File: config.mk
export PLATFORM = sky130hd
export DESIGN_NAME = aabb_spatial_hash_keys_unit
export DESIGN_NICKNAME = d
export VERILOG_FILES = /design/src/sv/ashk_pkg.sv /design/src/sv/ashk_div.sv /design/src/sv/aabb_spatial_hash_keys_unit.sv
export SDC_FILE = /design/constraint.sdc
export NUM_CORES = 2
export LEC_CHECK = 0
export BUFFER_PORTS_ARGS = -buffer_cell sky130_fd_sc_hd__buf_2
export CAP_MARGIN = 20
export CORE_ASPECT_RATIO = 0.6
export CORE_MARGIN = 2
export CORE_UTILIZATION = 70
export DETAILED_ROUTE_END_ITERATION = 10
export PLACE_DENSITY = 0.9
export SYNTH_ARGS = -nofsm -noshare
export SYNTH_HDL_FRONTEND = slang
export SYNTH_SLANG_ARGS = --single-unit
File: constraint.sdc
create_clock -name clk -period 20.8 [get_ports clk]
set_clock_uncertainty 0.2 [all_clocks]
set_input_delay 5.2 -clock clk [delete_from_list [all_inputs] [get_ports clk]]
set_output_delay 5.2 -clock clk [all_outputs]
set_load 0.01 [all_outputs]
File: src/sv/ashk_pkg.sv
// Types, constants and microcode program for the AABB spatial hash key unit.
package ashk_pkg;

    localparam int COORD_W = 32;
    localparam int MAG_W   = 31;
    localparam int DCNT_W  = 5;
    localparam int KEY_W   = 64;
    localparam int PROD_W  = 60;
    localparam int PC_W    = 4;

    localparam logic [MAG_W-1:0] CELL_SIZE_RESET = 31'd256;

    localparam logic signed [27:0] PRIME_X = 28'sd73856093;
    localparam logic signed [27:0] PRIME_Y = 28'sd19349663;
    localparam logic signed [27:0] PRIME_Z = 28'sd83492791;

    typedef enum logic [2:0] {
        OP_NOP,
        OP_LOAD,
        OP_DIV_START,
        OP_STORE,
        OP_INIT,
        OP_EMIT
    } op_t;

    typedef enum logic [1:0] {
        W_NONE,
        W_IN,
        W_DIV,
        W_EMIT
    } wait_t;

    typedef enum logic [1:0] {
        AX_X,
        AX_Y,
        AX_Z,
        AX_NONE
    } axis_t;

    typedef struct packed {
        op_t              op;
        axis_t            axis;
        wait_t            waitc;
        logic             jump;
        logic [PC_W-1:0]  target;
    } uword_t;

    localparam logic [PC_W-1:0] PC_LOAD = 4'd0;

    function automatic uword_t ucode_rom(input logic [PC_W-1:0] pc);
        uword_t w;
        begin
            unique case (pc)
                4'd0:    w = '{OP_LOAD,      AX_NONE, W_IN,   1'b0, PC_LOAD};
                4'd1:    w = '{OP_DIV_START, AX_X,    W_NONE, 1'b0, PC_LOAD};
                4'd2:    w = '{OP_NOP,       AX_X,    W_DIV,  1'b0, PC_LOAD};
                4'd3:    w = '{OP_STORE,     AX_X,    W_NONE, 1'b0, PC_LOAD};
                4'd4:    w = '{OP_DIV_START, AX_Y,    W_NONE, 1'b0, PC_LOAD};
                4'd5:    w = '{OP_NOP,       AX_Y,    W_DIV,  1'b0, PC_LOAD};
                4'd6:    w = '{OP_STORE,     AX_Y,    W_NONE, 1'b0, PC_LOAD};
                4'd7:    w = '{OP_DIV_START, AX_Z,    W_NONE, 1'b0, PC_LOAD};
                4'd8:    w = '{OP_NOP,       AX_Z,    W_DIV,  1'b0, PC_LOAD};
                4'd9:    w = '{OP_STORE,     AX_Z,    W_NONE, 1'b0, PC_LOAD};
                4'd10:   w = '{OP_INIT,      AX_NONE, W_NONE, 1'b0, PC_LOAD};
                4'd11:   w = '{OP_EMIT,      AX_NONE, W_EMIT, 1'b1, PC_LOAD};
                default: w = '{OP_NOP,       AX_NONE, W_NONE, 1'b1, PC_LOAD};
            endcase
            return w;
        end
    endfunction

endpackage

File: src/sv/ashk_div.sv
// Serial restoring floor divider: signed coordinate over positive cell size.
module ashk_div
(
    input  logic                                clk,
    input  logic                                rst_n,
    input  logic                                start,
    input  logic signed [ashk_pkg::COORD_W-1:0] dividend,
    input  logic        [ashk_pkg::MAG_W-1:0]   divisor,
    output logic                                busy,
    output logic signed [ashk_pkg::COORD_W-1:0] quotient
);

    logic [ashk_pkg::DCNT_W-1:0]  cnt_reg, cnt_next;
    logic [ashk_pkg::MAG_W-1:0]   rem_reg, rem_next;
    logic [ashk_pkg::MAG_W-1:0]   quo_reg, quo_next;
    logic                         neg_reg;
    logic [ashk_pkg::MAG_W:0]     shifted;
    logic [ashk_pkg::MAG_W:0]     trial;
    logic                         fits;
    logic [ashk_pkg::MAG_W-1:0]   mag;

    assign mag     = dividend[ashk_pkg::COORD_W-1] ? ~dividend[ashk_pkg::MAG_W-1:0]
                                                   : dividend[ashk_pkg::MAG_W-1:0];
    assign shifted = {rem_reg, quo_reg[ashk_pkg::MAG_W-1]};
    assign trial   = shifted - {1'b0, divisor};
    assign fits    = shifted >= {1'b0, divisor};
    assign busy    = cnt_reg != '0;

    always_comb
    begin
        cnt_next = cnt_reg;
        rem_next = rem_reg;
        quo_next = quo_reg;
        if (start)
        begin
            cnt_next = ashk_pkg::DCNT_W'(ashk_pkg::MAG_W);
            rem_next = '0;
            quo_next = mag;
        end
        else if (busy)
        begin
            cnt_next = cnt_reg - 1'b1;
            rem_next = fits ? trial[ashk_pkg::MAG_W-1:0] : shifted[ashk_pkg::MAG_W-1:0];
            quo_next = {quo_reg[ashk_pkg::MAG_W-2:0], fits};
        end
    end

    always_ff @(posedge clk or negedge rst_n)
    begin
        if (!rst_n)
        begin
            cnt_reg <= '0;
        end
        else
        begin
            cnt_reg <= cnt_next;
        end
    end

    always_ff @(posedge clk)
    begin
        rem_reg <= rem_next;
        quo_reg <= quo_next;
        if (start)
        begin
            neg_reg <= dividend[ashk_pkg::COORD_W-1];
        end
    end

    assign quotient = neg_reg ? ~{1'b0, quo_reg} : {1'b0, quo_reg};

endmodule

File: src/sv/aabb_spatial_hash_keys_unit.sv
// Top level: microcoded AABB to spatial hash grid cell key generator.
// Sequence: a box is taken in the load step, then per axis a start, a wait on the two
// 31-step dividers and a store, then init and emit of cells into the output register.
// A box gives N emitted cells (1 to MAX_SPAN^3); the three axis divisions each run on two
// 31-step dividers in parallel; one cell per cycle while out_ready does not stall the output.
// Reset: sequencer to the load step, output empty, cell size to 256.
module aabb_spatial_hash_keys_unit
#(
    parameter int MAX_SPAN = 4
)
(
    input  logic                                clk,
    input  logic                                rst_n,
    input  logic                                cfg_we,
    input  logic        [ashk_pkg::MAG_W-1:0]   cfg_wdata,
    input  logic                                in_valid,
    output logic                                in_ready,
    input  logic signed [ashk_pkg::COORD_W-1:0] corner_a_x,
    input  logic signed [ashk_pkg::COORD_W-1:0] corner_a_y,
    input  logic signed [ashk_pkg::COORD_W-1:0] corner_a_z,
    input  logic signed [ashk_pkg::COORD_W-1:0] corner_b_x,
    input  logic signed [ashk_pkg::COORD_W-1:0] corner_b_y,
    input  logic signed [ashk_pkg::COORD_W-1:0] corner_b_z,
    output logic                                out_valid,
    input  logic                                out_ready,
    output logic        [ashk_pkg::KEY_W-1:0]   cell_key,
    output logic signed [ashk_pkg::COORD_W-1:0] cell_x,
    output logic signed [ashk_pkg::COORD_W-1:0] cell_y,
    output logic signed [ashk_pkg::COORD_W-1:0] cell_z,
    output logic                                last_cell,
    output logic                                span_clipped
);

    localparam int CW = (MAX_SPAN > 1) ? $clog2(MAX_SPAN) : 1;
    localparam logic [CW-1:0] CNT_MAX = CW'(MAX_SPAN - 1);

    logic [ashk_pkg::PC_W-1:0]           pc_reg, pc_next;
    ashk_pkg::uword_t                    uw;
    logic                                stay;
    logic [ashk_pkg::MAG_W-1:0]          cell_size_reg;
    logic [ashk_pkg::MAG_W-1:0]          cs_eff;

    logic signed [ashk_pkg::COORD_W-1:0] ca_reg [3];
    logic signed [ashk_pkg::COORD_W-1:0] cb_reg [3];
    logic signed [ashk_pkg::COORD_W-1:0] lo_reg [3];
    logic [CW-1:0]                       cnt_reg [3];
    logic [CW-1:0]                       off_reg [3];
    logic signed [ashk_pkg::COORD_W-1:0] cur_reg [3];
    logic                                clip_reg;
    logic [1:0]                          ax;

    logic signed [ashk_pkg::COORD_W-1:0] sel_a, sel_b, mn, mx;
    logic signed [ashk_pkg::COORD_W-1:0] q_lo, q_hi;
    logic                                div_busy_lo, div_busy_hi;
    logic                                div_start;
    logic [ashk_pkg::COORD_W:0]          diff;
    logic                                diff_clip;

    logic                                out_valid_reg;
    logic [ashk_pkg::KEY_W-1:0]          key_reg;
    logic signed [ashk_pkg::COORD_W-1:0] ox_reg, oy_reg, oz_reg;
    logic                                last_reg, clipo_reg;
    logic                                slot_free, emit_fire, emit_last;
    logic signed [ashk_pkg::PROD_W-1:0]  prod_x, prod_y, prod_z;
    logic [ashk_pkg::KEY_W-1:0]          key_next;

    assign uw        = ashk_pkg::ucode_rom(pc_reg);
    assign ax        = uw.axis;
    assign in_ready  = uw.op == ashk_pkg::OP_LOAD;
    assign cs_eff    = (cell_size_reg == '0) ? ashk_pkg::MAG_W'(1) : cell_size_reg;
    assign slot_free = !out_valid_reg || out_ready;
    assign emit_last = (off_reg[0] == cnt_reg[0]) && (off_reg[1] == cnt_reg[1])
                       && (off_reg[2] == cnt_reg[2]);
    assign emit_fire = (uw.op == ashk_pkg::OP_EMIT) && slot_free;
    assign div_start = uw.op == ashk_pkg::OP_DIV_START;

    always_comb
    begin
        unique case (uw.waitc)
            ashk_pkg::W_IN:   stay = !in_valid;
            ashk_pkg::W_DIV:  stay = div_busy_lo;
            ashk_pkg::W_EMIT: stay = !(slot_free && emit_last);
            default:          stay = 1'b0;
        endcase
        if (stay)
        begin
            pc_next = pc_reg;
        end
        else if (uw.jump)
        begin
            pc_next = uw.target;
        end
        else
        begin
            pc_next = pc_reg + 1'b1;
        end
    end

    always_ff @(posedge clk or negedge rst_n)
    begin
        if (!rst_n)
        begin
            pc_reg        <= ashk_pkg::PC_LOAD;
            out_valid_reg <= 1'b0;
            cell_size_reg <= ashk_pkg::CELL_SIZE_RESET;
        end
        else
        begin
            pc_reg <= pc_next;
            if (emit_fire)
            begin
                out_valid_reg <= 1'b1;
            end
            else if (out_ready)
            begin
                out_valid_reg <= 1'b0;
            end
            if (cfg_we)
            begin
                cell_size_reg <= cfg_wdata;
            end
        end
    end

    // Order the corners of the selected axis
    always_comb
    begin
        sel_a = ca_reg[0];
        sel_b = cb_reg[0];
        if (ax != ashk_pkg::AX_NONE)
        begin
            sel_a = ca_reg[ax];
            sel_b = cb_reg[ax];
        end
        mn = (sel_a < sel_b) ? sel_a : sel_b;
        mx = (sel_a < sel_b) ? sel_b : sel_a;
    end

    ashk_div u_div_lo
    (
        .clk      (clk),
        .rst_n    (rst_n),
        .start    (div_start),
        .dividend (mn),
        .divisor  (cs_eff),
        .busy     (div_busy_lo),
        .quotient (q_lo)
    );

    ashk_div u_div_hi
    (
        .clk      (clk),
        .rst_n    (rst_n),
        .start    (div_start),
        .dividend (mx),
        .divisor  (cs_eff),
        .busy     (div_busy_hi),
        .quotient (q_hi)
    );

    assign diff      = {q_hi[ashk_pkg::COORD_W-1], q_hi} - {q_lo[ashk_pkg::COORD_W-1], q_lo};
    assign diff_clip = diff > (ashk_pkg::COORD_W+1)'(MAX_SPAN - 1);

    assign prod_x   = cur_reg[0] * ashk_pkg::PRIME_X;
    assign prod_y   = cur_reg[1] * ashk_pkg::PRIME_Y;
    assign prod_z   = cur_reg[2] * ashk_pkg::PRIME_Z;
    assign key_next = ashk_pkg::KEY_W'(prod_x) ^ ashk_pkg::KEY_W'(prod_y)
                      ^ ashk_pkg::KEY_W'(prod_z);

    always_ff @(posedge clk)
    begin
        if (in_valid && in_ready)
        begin
            ca_reg[0] <= corner_a_x;
            ca_reg[1] <= corner_a_y;
            ca_reg[2] <= corner_a_z;
            cb_reg[0] <= corner_b_x;
            cb_reg[1] <= corner_b_y;
            cb_reg[2] <= corner_b_z;
            clip_reg  <= 1'b0;
        end
        if (uw.op == ashk_pkg::OP_STORE && ax != ashk_pkg::AX_NONE)
        begin
            lo_reg[ax]  <= q_lo;
            cnt_reg[ax] <= diff_clip ? CNT_MAX : diff[CW-1:0];
            if (diff_clip)
            begin
                clip_reg <= 1'b1;
            end
        end
        if (uw.op == ashk_pkg::OP_INIT)
        begin
            for (int i = 0; i < 3; i++)
            begin
                off_reg[i] <= '0;
                cur_reg[i] <= lo_reg[i];
            end
        end
        if (emit_fire)
        begin
            key_reg   <= key_next;
            ox_reg    <= cur_reg[0];
            oy_reg    <= cur_reg[1];
            oz_reg    <= cur_reg[2];
            last_reg  <= emit_last;
            clipo_reg <= clip_reg;
            // advance z innermost, then y, then x
            if (off_reg[2] != cnt_reg[2])
            begin
                off_reg[2] <= off_reg[2] + 1'b1;
                cur_reg[2] <= cur_reg[2] + 32'sd1;
            end
            else
            begin
                off_reg[2] <= '0;
                cur_reg[2] <= lo_reg[2];
                if (off_reg[1] != cnt_reg[1])
                begin
                    off_reg[1] <= off_reg[1] + 1'b1;
                    cur_reg[1] <= cur_reg[1] + 32'sd1;
                end
                else
                begin
                    off_reg[1] <= '0;
                    cur_reg[1] <= lo_reg[1];
                    off_reg[0] <= off_reg[0] + 1'b1;
                    cur_reg[0] <= cur_reg[0] + 32'sd1;
                end
            end
        end
    end

    assign out_valid    = out_valid_reg;
    assign cell_key     = key_reg;
    assign cell_x       = ox_reg;
    assign cell_y       = oy_reg;
    assign cell_z       = oz_reg;
    assign last_cell    = last_reg;
    assign span_clipped = clipo_reg;

    a_div_lockstep: assert property (@(posedge clk) disable iff (!rst_n)
        div_busy_lo == div_busy_hi)
        else $error("floor dividers out of step");

    a_load_idle_div: assert property (@(posedge clk) disable iff (!rst_n)
        in_ready |-> !div_busy_lo)
        else $error("box accepted while a division runs");

    a_last_returns: assert property (@(posedge clk) disable iff (!rst_n)
        (emit_fire && emit_last) |=> (pc_reg == ashk_pkg::PC_LOAD))
        else $error("sequencer did not return to load after last cell");

    a_off_bound: assert property (@(posedge clk) disable iff (!rst_n)
        (uw.op == ashk_pkg::OP_EMIT) |-> (off_reg[0] <= cnt_reg[0] && off_reg[1] <= cnt_reg[1]
                                          && off_reg[2] <= cnt_reg[2]))
        else $error("cell offset beyond span");

endmodule
# Word level (Yosys, flattened, before mapping)
# Memory sizes are Yosys's and may differ from the RTL's.
# Index checks and enable logic that the tools add are counted.
# totals
word_cells,147
reg_bits,335
romBits,128
output_inout_bits,164
n_memories,7
in_bits,228
ram_bits,396
# op_classes
bitwise_logic,16
n_addsub,12
n_lt_le_gt_ge,4
n_mul,3
n_eq_ne,14
reduce_logical,16
mux,57
# mem_list
name,words,width,rd,rd_ports_with_merged_regs,wr,line,text
(name not given),16,8,1,0,0,ashk_pkg.sv:53,unique case (pc)
ca_reg,3,32,2,0,3,aabb_spatial_hash_keys_unit.sv:43,logic signed [ashk_pkg::COORD_W-1:0] ca_reg [3];
cb_reg,3,32,2,0,3,aabb_spatial_hash_keys_unit.sv:44,logic signed [ashk_pkg::COORD_W-1:0] cb_reg [3];
cur_reg,3,32,3,0,3,aabb_spatial_hash_keys_unit.sv:48,logic signed [ashk_pkg::COORD_W-1:0] cur_reg [3];
lo_reg,3,32,3,0,1,aabb_spatial_hash_keys_unit.sv:45,logic signed [ashk_pkg::COORD_W-1:0] lo_reg [3];
cnt_reg,3,2,3,0,1,aabb_spatial_hash_keys_unit.sv:46,logic [CW-1:0] cnt_reg [3];
+1 memories,-,-,-,-,-,-,
# op_table
op,count
32-bit two-way mux,11
31-bit two-way mux,9
32-bit by 28-bit multiplier with 60-bit output (second input constant),2
32-bit by 2-bit adder with 32-bit output (second input constant),3
32-bit by 31-bit greater-or-equal comparator with 1-bit output,2
31-bit NOT with 32-bit output,2
31-bit NOT,2
31-bit subtractor,2
60-bit by 58-bit bitwise XOR with 60-bit output,1
60-bit bitwise XOR,1
32-bit by 26-bit multiplier with 58-bit output (second input constant),1
33-bit by 2-bit > comparator with 1-bit output (second input constant),1
32-bit by 32-bit subtractor with 33-bit output,1
32-bit < comparator,1
31-bit logical NOT,1
1-bit two-way mux,25
5-bit two-way mux,4
2-bit two-way mux,6
1-bit bitwise OR,10
5-bit nonzero test,2
5-bit by 1-bit subtractor with 5-bit output (second input constant),2
2-bit by 1-bit adder with 2-bit output (second input constant),3
2-bit equality test,3
3-bit by 2-bit equality test with 1-bit output (second input constant),2
13 further kinds,25

# Logic depth before layout (Yosys ltp)
# An unclocked memory read counts as a cell.
# depth
word_depth,8
mapped_depth,28
mapped_depth_nobuf,27

# By module
# Synthesis repeated with hierarchy kept, for this count alone.
# hier_totals
cells_unflattened,8664
hier_area_um2,88069.5
# by_module_without_submodules
module,seq_area_each_um2,instances,cells_per_inst,area_each_um2
aabb_spatial_hash_keys_unit,17558.1,1,7406,77530.6
ashk_div (u_div_hi),1706.6,1,632,5363.9
ashk_div (u_div_lo),1706.6,1,626,5175.0

# Least setup slack after synthesis
# No wires, ideal clock.
# synth_timing
path_kind,input-to-reg
from,in in_valid
to,reg clip_reg
setup_slack_ps,10346
n_path_buf,0
setup_ps,367
path_stages,2
required_time_ps,20233
arrival_ps,9887
path_cell_list,and2_1 -> o22ai_1
# synth_between
elab_chain_cells,4
# synth_rtl
item,line,text
"start, declared",aabb_spatial_hash_keys_unit.sv:16,"input logic in_valid,"
1-bit logical AND *,aabb_spatial_hash_keys_unit.sv:172,if (in_valid && in_ready)
1-bit two-way mux *,aabb_spatial_hash_keys_unit.sv:172,
1-bit two-way mux,aabb_spatial_hash_keys_unit.sv:186,if (diff_clip)
1-bit two-way mux *,aabb_spatial_hash_keys_unit.sv:182,if (uw.op == ashk_pkg::OP_STORE && ax != ashk_pkg::AX_NONE)
"end signal, assigned",aabb_spatial_hash_keys_unit.sv:180,clip_reg <= 1'b0;
"end signal, assigned",aabb_spatial_hash_keys_unit.sv:188,clip_reg <= 1'b1;
"end, declared",aabb_spatial_hash_keys_unit.sv:49,logic clip_reg;
# Mark *: on every way between the ends. The rest lies on a longest branch, timed or not.
# A chain may end at the register's enable or synchronous reset.

==> qor.txt <==
WP data required -> 21.09 ns
Syn Inst Count -> 8,574
Synth area leaders -> fa_1 (28%), edfxtp_1 (21%), ha_1 (15%)
Synth Area per Inst -> 10.2 um^2
starting density of the core -> 0.705
post-CTS setup buffers -> 0
final hold vios -> 0
maxcap violations -> 0
Synth area leader -> fa_1
worst min-delay path class -> reg2reg
Die H -> 278 um
Remaining DRCs -> 0
Fin Setup TNS -> 0 ns
Clock H-tree levels -> 3
min Tclk post-route -> 9.19 ns
routability cong. -> 1.11
core area -> 124,000 um^2
Worst-path clk slew -> 0.07 ns
Via density -> 6.35
filler cell count -> 7,771
Startpoint Class -> register
Clock Sinks -> 727
Pre-antenna DRT Iters -> 7
Final Net Count -> 11,400
synthesized flop and latch total -> 727
Slew HR -> 0.129
Total Routing Usage GR -> 0.485
hold path cells -> 2
critical path arrival -> 9.48 ns
CTS hold repair buffers -> 0
Mapped Nets -> 11,100
Routed Antenna Nets -> 0
first-pass GRT wire length -> 450,000 um
share of the synthesized area in the top cell type -> 0.278
detailed placement HPWL -> 244,000 um
final WL -> 304,000 um
FF-to-FF path depth -> 25
vias in the first global route -> 70,000
critical path peak fanout -> 8
Avg WL per Cell -> 28.4 um
share of layout cells above drive strength 1 -> 0.0728
die area -> 128,000 um^2
clk_lat worst skew -> 0.75 ns
Die W -> 460 um
period utilization -> 0.442
asr flop ratio synth -> 0.0633
Synth Cell Area -> 87,400 um^2
CTS resizes -> 0
setup violators final -> 0
warnings from Yosys -> 0
FF-to-FF setup slack -> 11.61 ns
detailed-route via count -> 67,900
Yosys cell types -> 91
Synth Flop Type -> edfxtp_1
Slew @ Worst Pin -> 1.31 ns
Post-synth EDFFs -> 618
Rows -> 100
CP endpoint kind -> register
Max Buffers Root-to-Sink -> 3
CTS tree -> yes
port buffer count -> 391
TritonCTS Buffers -> 76
RSZ-0062 raised after global routing -> false
Initial DRC Count -> 10,300
crit path kind -> reg2reg
Slew Limit Fails -> 0
IO Pins -> 392
f_max -> 109 MHz
post-synthesis sequential area ratio -> 0.240
status -> finished, final reports clean
Layout area overhead -> 7.59%
pin count of the biggest net entering global routing -> 121
root buf cell -> clkbuf_16
initial antenna violation count -> 18
global route overflow -> 0
-- cell usage in the layout, fill, tap and decap left out, drive strengths merged, types with 53 or more instances in the layout --
cell,Yosys,layout
o21ai,381,381
a22o,61,61
edfxtp,618,618
nand2,414,414
xor2,215,215
a21o,144,144
xnor2,401,401
a21oi,422,422
mux2i,107,107
ha,1041,1041
dfxtp,63,63
fa,1215,1215
nand4,61,61
nand3,90,90
nor3,53,53
inv,2279,2280
buf,35,456
nor2,250,250
clkbuf,155,91
-- layer usage --
layer / vias up / routed length (um) / GRT usage
met5: - / 112 / 0.00525
met4: 6 / 18300 / 0.225
met3: 1255 / 47400 / 0.209
met2: 5744 / 124000 / 0.678
met1: 32800 / 114000 / 0.653
li1: 28100 / - / -
-- cells in the mapped netlist (53+ instances only) --
master    instances
a21o_1          144
nand4_1          61
xor2_1          215
fa_1           1215
clkbuf_1        155
nand2_1         412
nand3_1          90
nor2_1          249
mux2i_1         105
a21oi_1         420
edfxtp_1        618
dfxtp_1          63
a22o_1           61
ha_1           1041
nor3_1           53
o21ai_0         363
xnor2_1         401
inv_1          2279
-- metrics by stage --
step | util | hold slack (ns) | cells | cell area [um^2] | setup slack (ns)
3_5_place_dp | 0.737 | 0.267 | 10500 | 91300 | 11.75
6_report | 0.759 | 0.283 | 10700 | 94100 | 11.61
2_1_floorplan | - | 0.208 | 8574 | 87400 | 10.35
4_1_cts | 0.758 | 0.279 | 10700 | 94000 | 11.78
3_3_place_gp | 0.737 | 0.255 | 10500 | 91300 | 11.88
5_1_grt | 0.758 | 0.291 | 10700 | 94000 | 11.46
-- final timing paths --
kind / start / end
hold / removal: u_div_hi.rem_reg[1] / u_div_hi.rem_reg[1]
min in group asynchronous: rst_n / cell_size_reg[16]
hold reg to reg: u_div_hi.rem_reg[1] / u_div_hi.rem_reg[1]
setup reg to reg: cur_reg[0][6] / cell_key[47]
setup / recovery: cur_reg[0][6] / cell_key[47]
max in group asynchronous: rst_n / pc_reg[0]
-- area by class of cell --
| cell class | count | area (um^2) | share of cell area |
|---|---|---|---|
| antenna | 36 | 90.1 | 0.000957 |
| clock buffer | 91 | 1980 | 0.0210 |
| clock inverter | 50 | 628 | 0.00668 |
| inverter | 2280 | 8570 | 0.0910 |
| multi-input combinational | 5377 | 57300 | 0.609 |
| sequential | 727 | 21000 | 0.223 |
| tap | 1683 | 2110 | 0.0224 |
| timing repair buffer | 456 | 2470 | 0.0263 |
-- worst max-delay path, cell delays in order (launching register included) --
cell and delay, ns:
edfxtp_1 0.65, inv_1 0.38, fa_1 0.58, inv_1 0.11, fa_1 0.44, fa_1 0.52, inv_1 0.06, fa_1 0.49
fa_1 0.60, inv_1 0.07, fa_1 0.49, inv_1 0.06, fa_1 0.49, inv_1 0.07, ha_1 0.52, nand3_1 0.22
nor3_1 0.30, a22o_1 0.17, a31oi_1 0.09, a31oi_1 0.21, nor2b_1 0.11, o31ai_1 0.55, a21oi_1 0.28, o21ai_0 0.64
a221oi_1 0.23, xnor3_1 0.43
-- kinds of logic (layout without fill, tap and decap cells) --
family / count (synthesis) / in the layout / synth area share
muxes: 116 / 116 / 0.0137
DFF: 727 / 727 / 0.240
xor gates and xnor gates: 621 / 621 / 0.0630
other: 0 / 36 / 0
adders and majority gates: 2256 / 2256 / 0.427
and+or+nand+nor: 1050 / 1050 / 0.0549
AOI/OAI and AO/OA: 1334 / 1334 / 0.0945
buffers and inverters: 2470 / 2877 / 0.107
Power is left out: the tool's default activity adds up to more than one toggle a clock period on the data nets, which glitch-free logic cannot reach.
